**src/rtl/core/pvd_pkg.sv**
```systemverilog
// Package for the prefix varint decoder: kind codes, prefix constants,
// the result record passed to the output register, and the sign-extension helper.
// It has no dependencies.
package pvd_pkg;

    typedef enum logic [1:0] {
        KIND_U32 = 2'd0,
        KIND_U64 = 2'd1,
        KIND_S32 = 2'd2,
        KIND_S64 = 2'd3
    } kind_t;

    localparam logic [7:0] PFX_U_MAX = 8'd252;
    localparam logic [7:0] PFX_U_2   = 8'd253;
    localparam logic [7:0] PFX_U_4   = 8'd254;
    localparam logic [7:0] PFX_S_MAX = 8'd124;
    localparam logic [7:0] PFX_S_2   = 8'd125;
    localparam logic [7:0] PFX_S_4   = 8'd126;

    localparam logic [3:0] LEN_2 = 4'd2;
    localparam logic [3:0] LEN_4 = 4'd4;
    localparam logic [3:0] LEN_8 = 4'd8;

    typedef struct packed {
        logic        valid;
        logic [63:0] value;
        logic        error;
    } pvd_result_t;

    function automatic logic kind_is_signed(input logic [1:0] k);
        return (k == KIND_S32) || (k == KIND_S64);
    endfunction

    function automatic logic kind_is_64(input logic [1:0] k);
        return (k == KIND_U64) || (k == KIND_S64);
    endfunction

    function automatic logic [63:0] sign_extend(input logic [63:0] v, input logic [3:0] len);
        logic [63:0] r;
        r = v;
        if (len == LEN_2) begin
            r = {{48{v[15]}}, v[15:0]};
        end else if (len == LEN_4) begin
            r = {{32{v[31]}}, v[31:0]};
        end
        return r;
    endfunction

endpackage

```
**src/rtl/core/pvd_assembler.sv**
```systemverilog
// Decode state and byte assembly for the prefix varint decoder.
// It tracks the payload bytes still due and builds each value; depends on pvd_pkg.
module pvd_assembler
    import pvd_pkg::*;
(
    input  logic        aclk,
    input  logic        aresetn,
    input  logic        accept,
    input  logic [7:0]  byte_in,
    input  logic [1:0]  kind,
    output pvd_result_t result
);

    logic [3:0]  bytes_left_reg, bytes_left_next;
    logic [3:0]  payload_len_reg, payload_len_next;
    logic [63:0] accumulator_reg, accumulator_next;
    logic [1:0]  kind_reg, kind_next;

    logic        is_short;
    logic [3:0]  len;
    logic [3:0]  offset;
    logic [63:0] acc_or;

    always_comb begin
        bytes_left_next  = bytes_left_reg;
        payload_len_next = payload_len_reg;
        accumulator_next = accumulator_reg;
        kind_next        = kind_reg;
        result           = '0;
        is_short         = 1'b0;
        len              = LEN_8;
        offset           = payload_len_reg - bytes_left_reg;
        acc_or           = accumulator_reg | ({56'd0, byte_in} << {offset[2:0], 3'b000});

        if (kind_is_signed(kind)) begin
            is_short = (byte_in <= PFX_S_MAX) || byte_in[7];
            if (byte_in == PFX_S_2) begin
                len = LEN_2;
            end else if (byte_in == PFX_S_4) begin
                len = LEN_4;
            end
        end else begin
            is_short = (byte_in <= PFX_U_MAX);
            if (byte_in == PFX_U_2) begin
                len = LEN_2;
            end else if (byte_in == PFX_U_4) begin
                len = LEN_4;
            end
        end

        if (accept) begin
            if (bytes_left_reg == 4'd0) begin
                kind_next        = kind;
                accumulator_next = '0;
                if (is_short) begin
                    result.valid = 1'b1;
                    result.value = kind_is_signed(kind) ? {{56{byte_in[7]}}, byte_in}
                                                        : {56'd0, byte_in};
                end else if ((len == LEN_8) && !kind_is_64(kind)) begin
                    result.valid     = 1'b1;
                    result.error     = 1'b1;
                    payload_len_next = 4'd0;
                end else begin
                    payload_len_next = len;
                    bytes_left_next  = len;
                end
            end else begin
                accumulator_next = acc_or;
                bytes_left_next  = bytes_left_reg - 4'd1;
                if (bytes_left_reg == 4'd1) begin
                    result.valid = 1'b1;
                    result.value = kind_is_signed(kind_reg)
                                   ? sign_extend(acc_or, payload_len_reg) : acc_or;
                end
            end
        end
    end

    always_ff @(posedge aclk) begin
        if (!aresetn) begin
            bytes_left_reg  <= '0;
            payload_len_reg <= '0;
            kind_reg        <= '0;
        end else begin
            bytes_left_reg  <= bytes_left_next;
            payload_len_reg <= payload_len_next;
            kind_reg        <= kind_next;
        end
    end

    always_ff @(posedge aclk) begin
        accumulator_reg <= accumulator_next;
    end

endmodule

```
**src/rtl/core/pvd_out_reg.sv**
```systemverilog
// Result register of the prefix varint decoder, holding one finished result.
// It accepts a new result in the cycle the held one is transferred; depends on pvd_pkg.
module pvd_out_reg
    import pvd_pkg::*;
(
    input  logic        aclk,
    input  logic        aresetn,
    input  pvd_result_t result,
    output logic        space,
    output logic        m_valid,
    input  logic        m_ready,
    output logic [63:0] m_value,
    output logic        m_error
);

    logic        valid_reg, valid_next;
    logic [63:0] value_reg, value_next;
    logic        error_reg, error_next;

    assign space = !valid_reg || m_ready;

    always_comb begin
        valid_next = valid_reg && !m_ready;
        value_next = value_reg;
        error_next = error_reg;
        if (result.valid) begin
            valid_next = 1'b1;
            value_next = result.value;
            error_next = result.error;
        end
    end

    always_ff @(posedge aclk) begin
        if (!aresetn) begin
            valid_reg <= 1'b0;
        end else begin
            valid_reg <= valid_next;
        end
    end

    always_ff @(posedge aclk) begin
        value_reg <= value_next;
        error_reg <= error_next;
    end

    assign m_valid = valid_reg;
    assign m_value = value_reg;
    assign m_error = error_reg;

endmodule

```
**src/rtl/core/prefix_varint_decoder_unit.sv**
```systemverilog
// Prefix varint decoder: at most one stream byte per cycle in, one decoded value per value out.
// A result appears in the cycle after the transfer of its last byte; the input takes a byte
// every cycle while the result register is empty or is being read, set by that register.
// Reset is synchronous and active low; it clears the decode state and the result valid.
// Builds on pvd_pkg, pvd_assembler and pvd_out_reg.
module prefix_varint_decoder_unit
    import pvd_pkg::*;
(
    input  logic        aclk,
    input  logic        aresetn,
    input  logic        s_valid,
    output logic        s_ready,
    input  logic [7:0]  s_byte_in,
    input  logic [1:0]  s_kind,
    output logic        m_valid,
    input  logic        m_ready,
    output logic [63:0] m_value,
    output logic        m_error
);

    pvd_result_t result;
    logic        accept;

    assign accept = s_valid && s_ready;

    pvd_assembler u_assembler (
        .aclk    (aclk),
        .aresetn (aresetn),
        .accept  (accept),
        .byte_in (s_byte_in),
        .kind    (s_kind),
        .result  (result)
    );

    pvd_out_reg u_out_reg (
        .aclk    (aclk),
        .aresetn (aresetn),
        .result  (result),
        .space   (s_ready),
        .m_valid (m_valid),
        .m_ready (m_ready),
        .m_value (m_value),
        .m_error (m_error)
    );

    a_error_zero: assert property (@(posedge aclk) disable iff (!aresetn)
        m_valid && m_error |-> m_value == 64'd0)
        else $error("error result carries a non-zero value");

    a_ready_when_empty: assert property (@(posedge aclk) disable iff (!aresetn)
        !m_valid |-> s_ready)
        else $error("input stalled with an empty result register");

    a_reset_clears: assert property (@(posedge aclk)
        !aresetn |=> !m_valid)
        else $error("result valid after reset");

endmodule

```
**config.mk**
```make
export PLATFORM = sky130hd
export DESIGN_NAME = prefix_varint_decoder_unit
export DESIGN_NICKNAME = d
export VERILOG_FILES = /design/src/rtl/core/pvd_pkg.sv /design/src/rtl/core/pvd_assembler.sv /design/src/rtl/core/pvd_out_reg.sv /design/src/rtl/core/prefix_varint_decoder_unit.sv
export SDC_FILE = /design/constraint.sdc
export NUM_CORES = 1
export LEC_CHECK = 0
export BUFFER_PORTS_ARGS = -buffer_cell sky130_fd_sc_hd__buf_2
export CORE_ASPECT_RATIO = 2
export CORE_MARGIN = 2
export CORE_UTILIZATION = 50
export DETAILED_ROUTE_END_ITERATION = 7
export PLACE_DENSITY = 0.8
export SYNTH_ARGS = -nofsm -noshare
export SYNTH_HDL_FRONTEND = slang
export SYNTH_SLANG_ARGS = --single-unit
```
**constraint.sdc**
```tcl
create_clock -name aclk -period 4.7 [get_ports aclk]
set_input_delay 0.235 -clock aclk [delete_from_list [all_inputs] [get_ports aclk]]
set_output_delay 0.235 -clock aclk [all_outputs]
set_load 0.01 [all_outputs]
```
==> Word-level counts from Yosys, hierarchy flattened <==
Cells that the tools add are included.
{ "classes": {"n_shift": 1, "div": 0, "mul": 0, "mux": 23, "n_bitwise": 4, "add_sub_neg": 2, "order_cmp": 2, "eq_ne": 15, "n_reduce_logical": 16} }
{ "ops": {"columns": ["op", "n"], "rows": [
  ["64-bit 2-to-1 mux", 5],
  ["65-bit 2-to-1 mux", 2],
  ["66-bit 2-to-1 mux", 1],
  ["64-bit bitwise OR", 1],
  ["8-bit by 6-bit left shift with 64-bit output", 1],
  ["4-bit 2-to-1 mux", 9],
  ["8-bit by 7-bit == test with 1-bit output, second input constant", 2],
  ["8-bit == test, second input constant", 2],
  ["2-bit == test, second input constant", 4],
  ["8-bit by 7-bit <= comparator with 1-bit output, second input constant", 1],
  ["8-bit <= comparator, second input constant", 1],
  ["1-bit 2-to-1 mux", 6],
  ["3-bit AND reduction", 2],
  ["1-bit logical OR", 5],
  ["4-bit by 1-bit == test with 1-bit output, second input constant", 1],
  ["4-bit by 2-bit == test with 1-bit output, second input constant", 1],
  ["4-bit by 3-bit == test with 1-bit output, second input constant", 1],
  ["4-bit == test, second input constant", 1],
  ["4-bit logical NOT", 1],
  ["2-bit inequality test, second input constant", 2],
  ["4-bit by 1-bit subtractor with 4-bit output, second input constant", 1],
  ["1-bit logical AND", 3],
  ["1-bit logical NOT", 3],
  ["1-bit NOT", 3],
  ["4 further kinds", 4]
]} }
{ "totals": {"latchBits": 0, "out_inout_bits": 67, "ramBits": 0, "n_memories": 0, "register_bits": 140, "romBits": 0, "inputBits": 14} }

==> Depth between registers and ports, before layout <==
Gate-level depths: netlist (run 1).
{ "depth": {"ltp_word": 11, "mapped_depth": 10, "ltp_nobuf": 7} }

==> Hierarchy <==
From an unflattened synthesis (run 1), not the netlist that was laid out.
{ "hier_totals": {"hier_cells": 528, "hier_area_um2": 6259.8} }
{ "modules_own_cells": {"columns": ["module", "cells_each", "seq_area_each_um2", "instances", "area_each_um2"], "rows": [
  ["pvd_assembler", 458, 2082.0, 1, 4252.8],
  ["pvd_out_reg", 69, 1971.9, 1, 2000.7],
  ["prefix_varint_decoder_unit", 1, 0.0, 1, 6.3]
]} }

==> Worst setup path after synthesis (run 1) <==
Ideal clock, no wire load.
{ "synth_timing": {"path_type": "reg2reg", "from": "register u_assembler.bytes_left_reg[0]", "to": "register u_out_reg.error_reg (netlist: u_out_reg.m_error) (enable)", "stages_incl_launch_ff": 7, "setup_slack_ps": -351, "arrival_ps": 4563, "path_buffers": 1, "setup_ps": 488, "cell_sequence": "dfxtp_1 > clkbuf_1 > inv_1 > ha_1 > nor4b_1 > nor2_1 > nor2_1"} }
{ "synth_rtl": {"columns": ["item", "line", "rtl"], "rows": [
  ["start: declaration", "pvd_assembler.sv:14", "logic [3:0] bytes_left_reg, bytes_left_next;"],
  ["start signal: assignment", "pvd_assembler.sv:85", "bytes_left_reg <= bytes_left_next;"],
  ["end signal: assignment", "pvd_out_reg.sv:43", "error_reg <= error_next;"],
  ["end: declaration", "pvd_out_reg.sv:18", "logic error_reg, error_next;"]
]} }

==> Worst setup path in the final report (run 1) <==
{ "layout_timing": {"from": "register u_assembler.bytes_left_reg[0]", "to": "register u_out_reg.value_reg[36] (netlist: u_out_reg.m_value[36]) (data pin)"} }
{ "layout_between": {"elab_chain_cells": 8, "elab_cells_between_ends": 10} }
{ "layout_lines": {"columns": ["item", "line", "rtl"], "rows": [
  ["3-bit subtractor", "pvd_assembler.sv:32", "offset = payload_len_reg - bytes_left_reg;"],
  ["8-bit by 6-bit left shift with 64-bit output", "pvd_assembler.sv:33", "acc_or = accumulator_reg | ({56'd0, byte_in} << {offset[2:0], 3'b000});"],
  ["64-bit bitwise OR", "pvd_assembler.sv:33", null],
  ["64-bit 2-to-1 mux", "pvd_pkg.sv:43", "end else if (len == LEN_4) begin"],
  ["64-bit 2-to-1 mux", "pvd_pkg.sv:41", "if (len == LEN_2) begin"],
  ["64-bit 2-to-1 mux", "pvd_assembler.sv:73", "? sign_extend(acc_or, payload_len_reg) : acc_or;"],
  ["65-bit 2-to-1 mux", "pvd_assembler.sv:70", "if (bytes_left_reg == 4'd1) begin"],
  ["65-bit 2-to-1 mux *", "pvd_assembler.sv:52", "if (bytes_left_reg == 4'd0) begin"],
  ["end signal: assignment", "pvd_out_reg.sv:42", "value_reg <= value_next;"],
  ["end: declaration", "pvd_out_reg.sv:17", "logic [63:0] value_reg, value_next;"]
]} }
Every way passes the cells marked *; elsewhere a longest branch is shown, timed or not.
A chain may end at the register's enable or synchronous reset.

==> results.yml, run 1 <==
setup_path:
  rr_startpoint: "u_assembler.bytes_left_reg[0]$_SDFFE_PN0P_"
  worstPathRequired_ps: 4940
  critPathLaunchType: "register"
  cp-end-kind: "register"
  r2r_slack_ps: 1190
  critical_path_class: "reg2reg"
  arrival_ps: 3740
  r2r_cells: 6
  critical_path.max_fanout: 31
  timing.rr.end: "u_out_reg.m_value[36]$_SDFFCE_PN0P_"
layout:
  drive_gt1_frac: 0.224
  final_net_count: 576
  final_common_cell: "edfxtp_1"
  diodes: 0
  final_cell_mix: "edfxtp_1 (129), a21oi_1 (89), buf_2 (80), nor2_1 (72), o21ai_0 (39)"
  area_growth_pct: 17.9
clock_tree:
  cts_buffers: 17
  clock_path_buffers: 2
  clock_latency_ps: 430
  clk_pin_slew_ps: 60
  htreeDepth: 4
  cts_tree: "yes"
  ctsHoldBuffers: 0
  cts_resized: 0
  cts_root_buffer: "clkbuf_16"
  cts.sinks: 138
  postCtsSetupBuffers: 0
synthesis:
  synth_seq_cells: 138
  mappedNetlistArea_um2: 5930
  ys_warn_count: 0
  ys.flop_type: "edfxtp_1"
  synth_cells: 488
  syn_avg_cell_area_um2: 12.2
  yosysSeqAreaShare: 0.684
  synth_edf_count: 129
  synth_cell_type_count: 47
  synthArstFlopShare: 0
  synth_nets: 505
placed_design:
  dpl.hpwl_um: 8840
  place_ws_ps: 1320
  finalWeightedCongestion: 0.908
  io_buffers: 80
grt:
  grt_first_pass_wirelength_um: 20300
  grt_pass1_vias: 3941
  grt_usage: 0.219
  overflow: 0
  antenna_found_initial: 0
  grt_max_degree: 72
floorplanning:
  die-area_um2: 12800
  num_rows: 56
  die_y_um: 158
  io_pins: 81
  initial_core_util: 0.510
  core_um2: 11600
  fp.dieW_um: 81
drt:
  ant_nets: 0
  vias: 4168
  wirelength_um: 13300
  firstDrtPassIters: 6
  drt_iter0_drc: 391
  avgRoutedWirePerCell_um: 18.5
  vias_per_cell: 5.82
  drc: 0
min_path:
  whs_endpoint: "u_assembler.payload_len_reg[3]$_SDFFE_PN0P_"
  holdPathStages: 3
  hp-start: "s_kind[0]"
  min_path_type: "in2reg"
timing:
  tns_ps: 0
  worst_pin_slew_ps: 1170
  period_share: 0.747
  finalHoldViolCount: 0
  relSlewSlack: 0.210
  grt_setup_unrepaired: "no"
  period_minus_slack_ps: 3510
  clock_skew_ps: 11.2
  finalWorstSetupSlack_ps: 1190
  fmax_mhz: 285
  maxSlewViolCount: 0
  finalSetupViolations: 0
power_and_ir_drop:
  power.density_nw_per_um2: 719
  peakVddDrop_mv: 0.478
  p_leak_nw: 2.60
status:
  status: "finished clean"
job:
  cap_violations: 0
## through the flow
| step | hold WS [ps] | total power, mW | cell area (um2) | instances | util |
|---|---|---|---|---|---|
| floorplan | 366 | 3.23 | 5930 | 488 | - |
| global placement | 448 | 3.70 | 6430 | 685 | 0.553 |
| detailed placement | 472 | 3.77 | 6430 | 685 | 0.553 |
| CTS | 72.0 | 5.04 | 6990 | 716 | 0.601 |
| global route | 76.0 | 5.29 | 6990 | 716 | 0.601 |
| finish | 78.2 | 5.03 | 6990 | 716 | 0.601 |
## critical path, stage by stage (launching register included)
cell	delay, ps
dfxtp_1	590
inv_1	210
ha_1	300
nor4b_1	960
a21boi_2	340
nand2_1	500
o21ai_0	410
## worst max-delay path by stage
stage / start / end / slack (ps) / cells past startpoint
2_1_floorplan: u_assembler.bytes_left_reg[0]$_SDFFE_PN0P_ / u_out_reg.m_error$_SDFFCE_PP0P_ / 720 / 6
3_3_place_gp: u_assembler.bytes_left_reg[0]$_SDFFE_PN0P_ / u_out_reg.m_value[56]$_SDFFCE_PN0P_ / 1490 / 6
3_5_place_dp: u_assembler.bytes_left_reg[0]$_SDFFE_PN0P_ / u_out_reg.m_value[33]$_SDFFCE_PN0P_ / 1320 / 6
4_1_cts: u_assembler.bytes_left_reg[0]$_SDFFE_PN0P_ / u_out_reg.m_value[36]$_SDFFCE_PN0P_ / 1220 / 6
5_1_grt: u_assembler.bytes_left_reg[0]$_SDFFE_PN0P_ / u_out_reg.m_value[36]$_SDFFCE_PN0P_ / 910 / 6
6_report: u_assembler.bytes_left_reg[0]$_SDFFE_PN0P_ / u_out_reg.m_value[36]$_SDFFCE_PN0P_ / 1190 / 6
## synth_stat cells (2+ instances only)
master | count | area share
nand4_1 | 2 | 0.0021
dfxtp_1 | 9 | 0.030
clkbuf_1 | 24 | 0.015
a22o_1 | 8 | 0.012
buf_2 | 4 | 0.0034
nand2b_1 | 4 | 0.0042
a21o_1 | 2 | 0.0025
and3_1 | 3 | 0.0032
nand3_1 | 4 | 0.0034
edfxtp_1 | 129 | 0.65
nor2_1 | 73 | 0.046
inv_1 | 8 | 0.0051
and2_1 | 31 | 0.033
nor3_2 | 5 | 0.0084
buf_1 | 5 | 0.0032
nor3_1 | 2 | 0.0017
or3_1 | 3 | 0.0032
o21ai_0 | 39 | 0.033
o21ai_1 | 6 | 0.0051
ha_1 | 2 | 0.0042
nand2_1 | 10 | 0.0063
a211oi_1 | 2 | 0.0025
a21oi_1 | 89 | 0.075
## final cells by class
class	instances	area, um2
multi-input cells	308	1730
clock buffers	18	429
repair buffers	85	438
flip-flops and latches	138	4050
fillers	956	4640
inverters	9	33.8
well taps	145	181
clock inverters	13	129
## per-layer routing
layer | track usage | part of all wire
met1 | 0.232 | 0.34
met5 | 0 | 0
met3 | 0.0450 | 0.063
met2 | 0.390 | 0.55
met4 | 0.127 | 0.044
## where the power goes
part           internal (mW)  switching (mW)  total (mW)
combinational          0.544            1.13        1.67
sequential              1.96           0.142        2.10
clock                  0.769           0.487        1.26
total                   3.27            1.76        5.03
## cell families (layout without fill, tap and decap cells)
group / Yosys count / count (layout) / synth area share
compound gates: 158 / 158 / 0.148
simple gates: 141 / 141 / 0.119
flops: 138 / 138 / 0.684
buf+inv: 42 / 125 / 0.0274
xor+xnor: 4 / 4 / 0.0112
fa+ha+maj: 3 / 3 / 0.00760
mux: 2 / 2 / 0.00359
Power figures use the tool's default switching activity.
==> inputs of run 2 (changes only) <==
--- a/config.mk
+++ b/config.mk
@@ -5,12 +5,13 @@
 export SDC_FILE = /design/constraint.sdc
 export NUM_CORES = 1
 export LEC_CHECK = 0
+export ABC_AREA = 1
 export BUFFER_PORTS_ARGS = -buffer_cell sky130_fd_sc_hd__buf_2
 export CORE_ASPECT_RATIO = 2
 export CORE_MARGIN = 2
 export CORE_UTILIZATION = 50
 export DETAILED_ROUTE_END_ITERATION = 7
-export PLACE_DENSITY = 0.8
+export PLACE_DENSITY = 0.76
 export SYNTH_ARGS = -nofsm -noshare
 export SYNTH_HDL_FRONTEND = slang
 export SYNTH_SLANG_ARGS = --single-unit
==> constraint.sdc (replaced) <==
create_clock -name aclk -period 3.5 [get_ports aclk]
set_input_delay 0.175 -clock aclk [delete_from_list [all_inputs] [get_ports aclk]]
set_output_delay 0.175 -clock aclk [all_outputs]
set_load 0.01 [all_outputs]
==> results.yml, run 2 <==
power_and_ir_drop:
  p_leak_nw: 3.62
  pwr-share-clk: 0.202
  p_seq_frac: 0.365
  p_int_mw: 4.94
  power.density_nw_per_um2: 989
  swShare: 0.416
  p_sw_mw: 3.51
  peakVddDrop_mv: 1.33
  power_mw: 8.46
  comb_power_share: 0.433
drt:
  vias_per_cell: 5.21
  avgRoutedWirePerCell_um: 15.7
  wirelength_um: 18600
  top_layer_used: "met4"
  drt_iter0_drc: 489
  drc: 0
  vias: 6161
  wl_met1_um: 6690
  met3WireLength_um: 774
  firstDrtPassIters: 5
  met2_wirelength_um: 10400
  ant_nets: 0
grt:
  grt_usage: 0.239
  grt_first_pass_wirelength_um: 29400
  grt_pass1_vias: 5849
  antenna_found_initial: 0
  grt_max_degree: 68
  overflow: 0
synthesis:
  synth_common_cells: "nand2_1 (199), inv_1 (149), edfxtp_1 (129)"
  synth_edf_count: 129
  yosys.area.top_type_share: 0.517
  ys_warn_count: 0
  synth_seq_cells: 138
  synth_nets: 929
  synth.most_common_cell: "nand2_1"
  syn_avg_cell_area_um2: 8.22
  synth.area.top_cells: "edfxtp_1 (52%), nand2_1 (10%), inv_1 (7.5%)"
  synth_top_area_cell: "edfxtp_1"
  yosysSeqAreaShare: 0.541
  synth_cell_type_count: 33
  mappedNetlistArea_um2: 7500
  synthArstFlopShare: 0
  synth_cells: 912
  ys.flop_type: "edfxtp_1"
layout:
  diodes: 0
  drive_gt1_frac: 0.158
  final_cell_mix: "nand2_1 (198), inv_1 (147), edfxtp_1 (129), nor2_1 (110), a21oi_1 (105)"
  area_growth_pct: 14.0
  final_net_count: 992
  fillers: 1325
  final_common_cell: "nand2_1"
setup_path:
  worstPathRequired_ps: 3630
  critical_path_class: "reg2reg"
  critical_path.max_fanout: 31
  startpoint: "u_assembler.bytes_left_reg[0]$_SDFFE_PN0P_"
  critPathLaunchType: "register"
  rr_startpoint: "u_assembler.bytes_left_reg[0]$_SDFFE_PN0P_"
  cp-end-kind: "register"
  arrival_ps: 3060
clock_tree:
  cts.sinks: 138
  cts_buffers: 17
  clock_path_buffers: 2
  clk_pin_slew_ps: 60
  ctsHoldBuffers: 0
  cts_tree: "yes"
  postCtsSetupBuffers: 0
  clock_latency_ps: 420
  htreeDepth: 4
  cts_resized: 0
  cts_root_buffer: "clkbuf_16"
timing:
  fmax_mhz: 342
  period_minus_slack_ps: 2930
  period_share: 0.836
  worst_pin_slew_ps: 1060
  maxSlewViolCount: 0
  finalHoldViolCount: 0
  clock_skew_ps: 8.89
  grt_setup_unrepaired: "no"
  relSlewSlack: 0.294
  finalSetupViolations: 0
  tns_ps: 0
floorplanning:
  num_rows: 63
  initial_core_util: 0.509
  core_um2: 14700
  io_pins: 81
  fp.dieW_um: 90.6
  die-area_um2: 16100
  die_y_um: 177
job:
  cap_violations: 0
min_path:
  hp-start: "aresetn"
  min_path_type: "in2reg"
placed_design:
  io_buffers: 80
  finalWeightedCongestion: 0.906
  dpl.hpwl_um: 12700
status:
  status: "finished clean"
[run 2: cell count changes in the layout (fill, tap and decap cells not counted), moves of 11 or more]
cell,before,now
and2_1,31,0
a21oi_1,89,105
inv_1,7,147
nor2_1,72,110
nor3_1,2,25
nand3_1,4,15
o21ai_1,6,41
nand2_1,10,198
[run 2: logic make-up after synthesis]
group / after synthesis / share of synthesized area
DFF: 138 / 0.541
adders and majority gates: 3 / 0.00601
and+or+nand+nor: 370 / 0.206
AOI/OAI and AO/OA: 190 / 0.128
buffers and inverters: 211 / 0.119
[run 2: final cells by class]
type	count	area, um2	area share
inverters	159	603	0.0705
clock inverters	14	130	0.0152
flip-flops and latches	138	4050	0.474
clock buffers	18	429	0.0502
well taps	195	244	0.0285
multi-input cells	563	2560	0.299
repair buffers	96	533	0.0623
[run 2: power groups by stage]
stage	clock (mW)	combinational, mW	sequential, mW
floorplan	0	2.44	3.25
global placement	0	3.58	3.10
detailed placement	0	3.64	3.12
CTS	1.72	3.67	3.09
global route	1.79	4.10	3.15
finish	1.71	3.66	3.09
[run 2: worst paths after layout]
check,end,cells after the start,slack (ps)
hold reg to reg,u_assembler.payload_len_reg[3]$_SDFFE_PN0P_,2,510
setup / recovery,u_out_reg.m_value[45]$_SDFFCE_PN0P_,11,570
hold / removal,u_assembler.bytes_left_reg[1]$_SDFFE_PN0P_,3,30
setup reg to reg,u_out_reg.m_value[45]$_SDFFCE_PN0P_,11,570
[run 2: metrics by stage]
step	setup WS [ps]	std cells	hold WS (ps)	area, um2	util
after floorplan	92.8	912	295	7500	-
after global placement	710	1151	463	7990	0.542
after detailed placement	641	1151	464	7990	0.542
after CTS	630	1183	17.1	8550	0.580
after global routing	344	1183	19.0	8550	0.580
final	575	1183	25.9	8550	0.580
[run 2: worst max-delay path: stages (launching register included)]
cell     delay (ps)
dfxtp_1         720
inv_2           100
fa_1            590
buf_4           250
nor3_2           80
nand2_1         110
nand3_1          90
nand2_2          80
buf_4           330
nor2_1           90
nand2_1         110
a21oi_1          80
[run 2: routing by layer]
metal | vias up | GRT usage
li1 | 3065 | -
met1 | 2851 | 0.254
met2 | 199 | 0.447
met3 | 46 | 0.0434
met4 | 0 | 0.117
met5 | - | 0
==> inputs of run 3 (changes only) <==
--- a/config.mk
+++ b/config.mk
@@ -11,7 +11,7 @@
 export CORE_MARGIN = 2
 export CORE_UTILIZATION = 50
 export DETAILED_ROUTE_END_ITERATION = 7
-export PLACE_DENSITY = 0.76
+export PLACE_DENSITY = 0.78
 export SYNTH_ARGS = -nofsm -noshare
 export SYNTH_HDL_FRONTEND = slang
 export SYNTH_SLANG_ARGS = --single-unit
==> constraint.sdc (replaced) <==
create_clock -name aclk -period 2.55 [get_ports aclk]
set_input_delay 0.1275 -clock aclk [delete_from_list [all_inputs] [get_ports aclk]]
set_output_delay 0.1275 -clock aclk [all_outputs]
set_load 0.01 [all_outputs]
==> results.yml, run 3 (synthesis results as in run 2) <==
drt:
  drc: 0
  wirelength_um: 18600
  firstDrtPassIters: 7
  avgRoutedWirePerCell_um: 15.7
  vias: 6220
  ant_nets: 0
  vias_per_cell: 5.24
  drt_iter0_drc: 639
setup_path:
  worstPathRequired_ps: 2830
  arrival_ps: 2690
  critical_path.max_fanout: 15
  critical_path_class: "reg2reg"
  cp-end-kind: "register"
  critPathLaunchType: "register"
power_and_ir_drop:
  swShare: 0.417
  p_seq_frac: 0.353
  power_mw: 11.8
  p_int_mw: 6.88
  comb_power_share: 0.439
  power.density_nw_per_um2: 1360
  peakVddDrop_mv: 1.43
  p_leak_nw: 3.67
  p_sw_mw: 4.93
  pwr-share-clk: 0.208
layout:
  register_area_um2: 4060
  drive_gt1_frac: 0.168
  finalCoreUtilization: 0.589
  area_growth_pct: 15.8
  diodes: 0
  final_cell_mix: "nand2_1 (196), inv_1 (147), edfxtp_1 (129), nor2_1 (110), a21oi_1 (105)"
  multi_input_area_um2: 2590
  fillers: 1302
  final_common_cell: "nand2_1"
  final_net_count: 995
floorplanning:
  core_um2: 14700
  io_pins: 81
  initial_core_util: 0.509
  die_y_um: 177
  num_rows: 63
  fp.dieW_um: 90.6
  die-area_um2: 16100
timing:
  relSlewSlack: 0.489
  period_share: 0.948
  period_minus_slack_ps: 2420
  finalSetupViolations: 0
  worst_pin_slew_ps: 767
  maxSlewViolCount: 0
  grt_setup_unrepaired: "no"
  clock_skew_ps: 8.63
  fmax_mhz: 413
  finalHoldViolCount: 0
placed_design:
  finalWeightedCongestion: 0.919
  dpl.hpwl_um: 12600
  io_buffers: 80
grt:
  antenna_found_initial: 0
  grt_usage: 0.233
  grt_max_degree: 66
  overflow: 0
  grt_first_pass_wirelength_um: 28800
  grt_pass1_vias: 5687
clock_tree:
  clk_pin_slew_ps: 60
  clock_path_buffers: 2
  cts_tree: "yes"
  postCtsSetupBuffers: 0
  cts_buffers: 17
  cts_root_buffer: "clkbuf_16"
  clock_latency_ps: 430
  htreeDepth: 4
  cts.sinks: 138
min_path:
  min_path_type: "in2reg"
status:
  status: "finished clean"
job:
  cap_violations: 0
run 3: layer usage:
layer / routed length, um / share of wire / global-route usage / up-vias
li1: - / - / - / 3068
met1: 6490 / 0.35 / 0.244 / 2867
met2: 10300 / 0.55 / 0.429 / 234
met3: 965 / 0.052 / 0.0396 / 51
met4: 899 / 0.048 / 0.141 / 0
met5: 0 / 0 / 0 / -
run 3: metrics by stage:
step	setup slack, ps	area, um2	instances	hold slack, ps	setup TNS (ps)
CTS	39.7	8650	1186	83.6	0
global placement	146	8050	1152	411	0
global route	5.62	8680	1186	76.8	0
finish	132	8680	1186	89.5	0
floorplan	-492	7530	912	248	-31990
detailed placement	81.5	8050	1152	413	0
run 3: final cells by class:
class / instances / area share
Sequential cell: 138 / 0.467
Multi-Input combinational cell: 563 / 0.299
Inverter: 159 / 0.0701
Timing Repair Buffer: 99 / 0.0679
Clock buffer: 17 / 0.0490
Tap cell: 195 / 0.0281
Clock inverter: 15 / 0.0186
run 3: final timing paths:
path	to	from	slack, ps	depth (start not counted)
min reg2reg	u_assembler.payload_len_reg[3]$_SDFFE_PN0P_	u_assembler.payload_len_reg[3]$_SDFFE_PN0P_	510	2
min	u_out_reg.m_valid$_SDFF_PN0_	m_ready	90	4
max reg2reg	u_out_reg.m_value[35]$_SDFFCE_PN0P_	u_assembler.bytes_left_reg[1]$_SDFFE_PN0P_	130	10
max	u_out_reg.m_value[35]$_SDFFCE_PN0P_	u_assembler.bytes_left_reg[1]$_SDFFE_PN0P_	130	10
run 3: what timing repair did:
| action | in CTS | in global routing |
|---|---|---|
| endpoints found under the setup margin | 0 | 30 |
| resized for setup | 0 | 6 |
| hold endpoints to repair | 4 | 0 |
| hold buffers | 2 | 0 |
run 3: power by group through the flow:
stage,clock network [mW],registers [mW],logic (mW)
detailed placement,0,4.21,5.10
global placement,0,4.19,5.03
global route,2.55,4.25,5.78
finish,2.46,4.17,5.19
floorplan,0,4.46,3.36
CTS,2.47,4.17,5.14
run 3: worst max-delay path, stage by stage, from the launching register on:
cell and delay (ps):
dfxtp_1 300, inv_1 140, fa_1 520, buf_4 240, nor3_1 360, nand2_1 210
nand2_1 140, nor2_1 50, nor2_1 120, nand2_1 60, a21oi_1 120
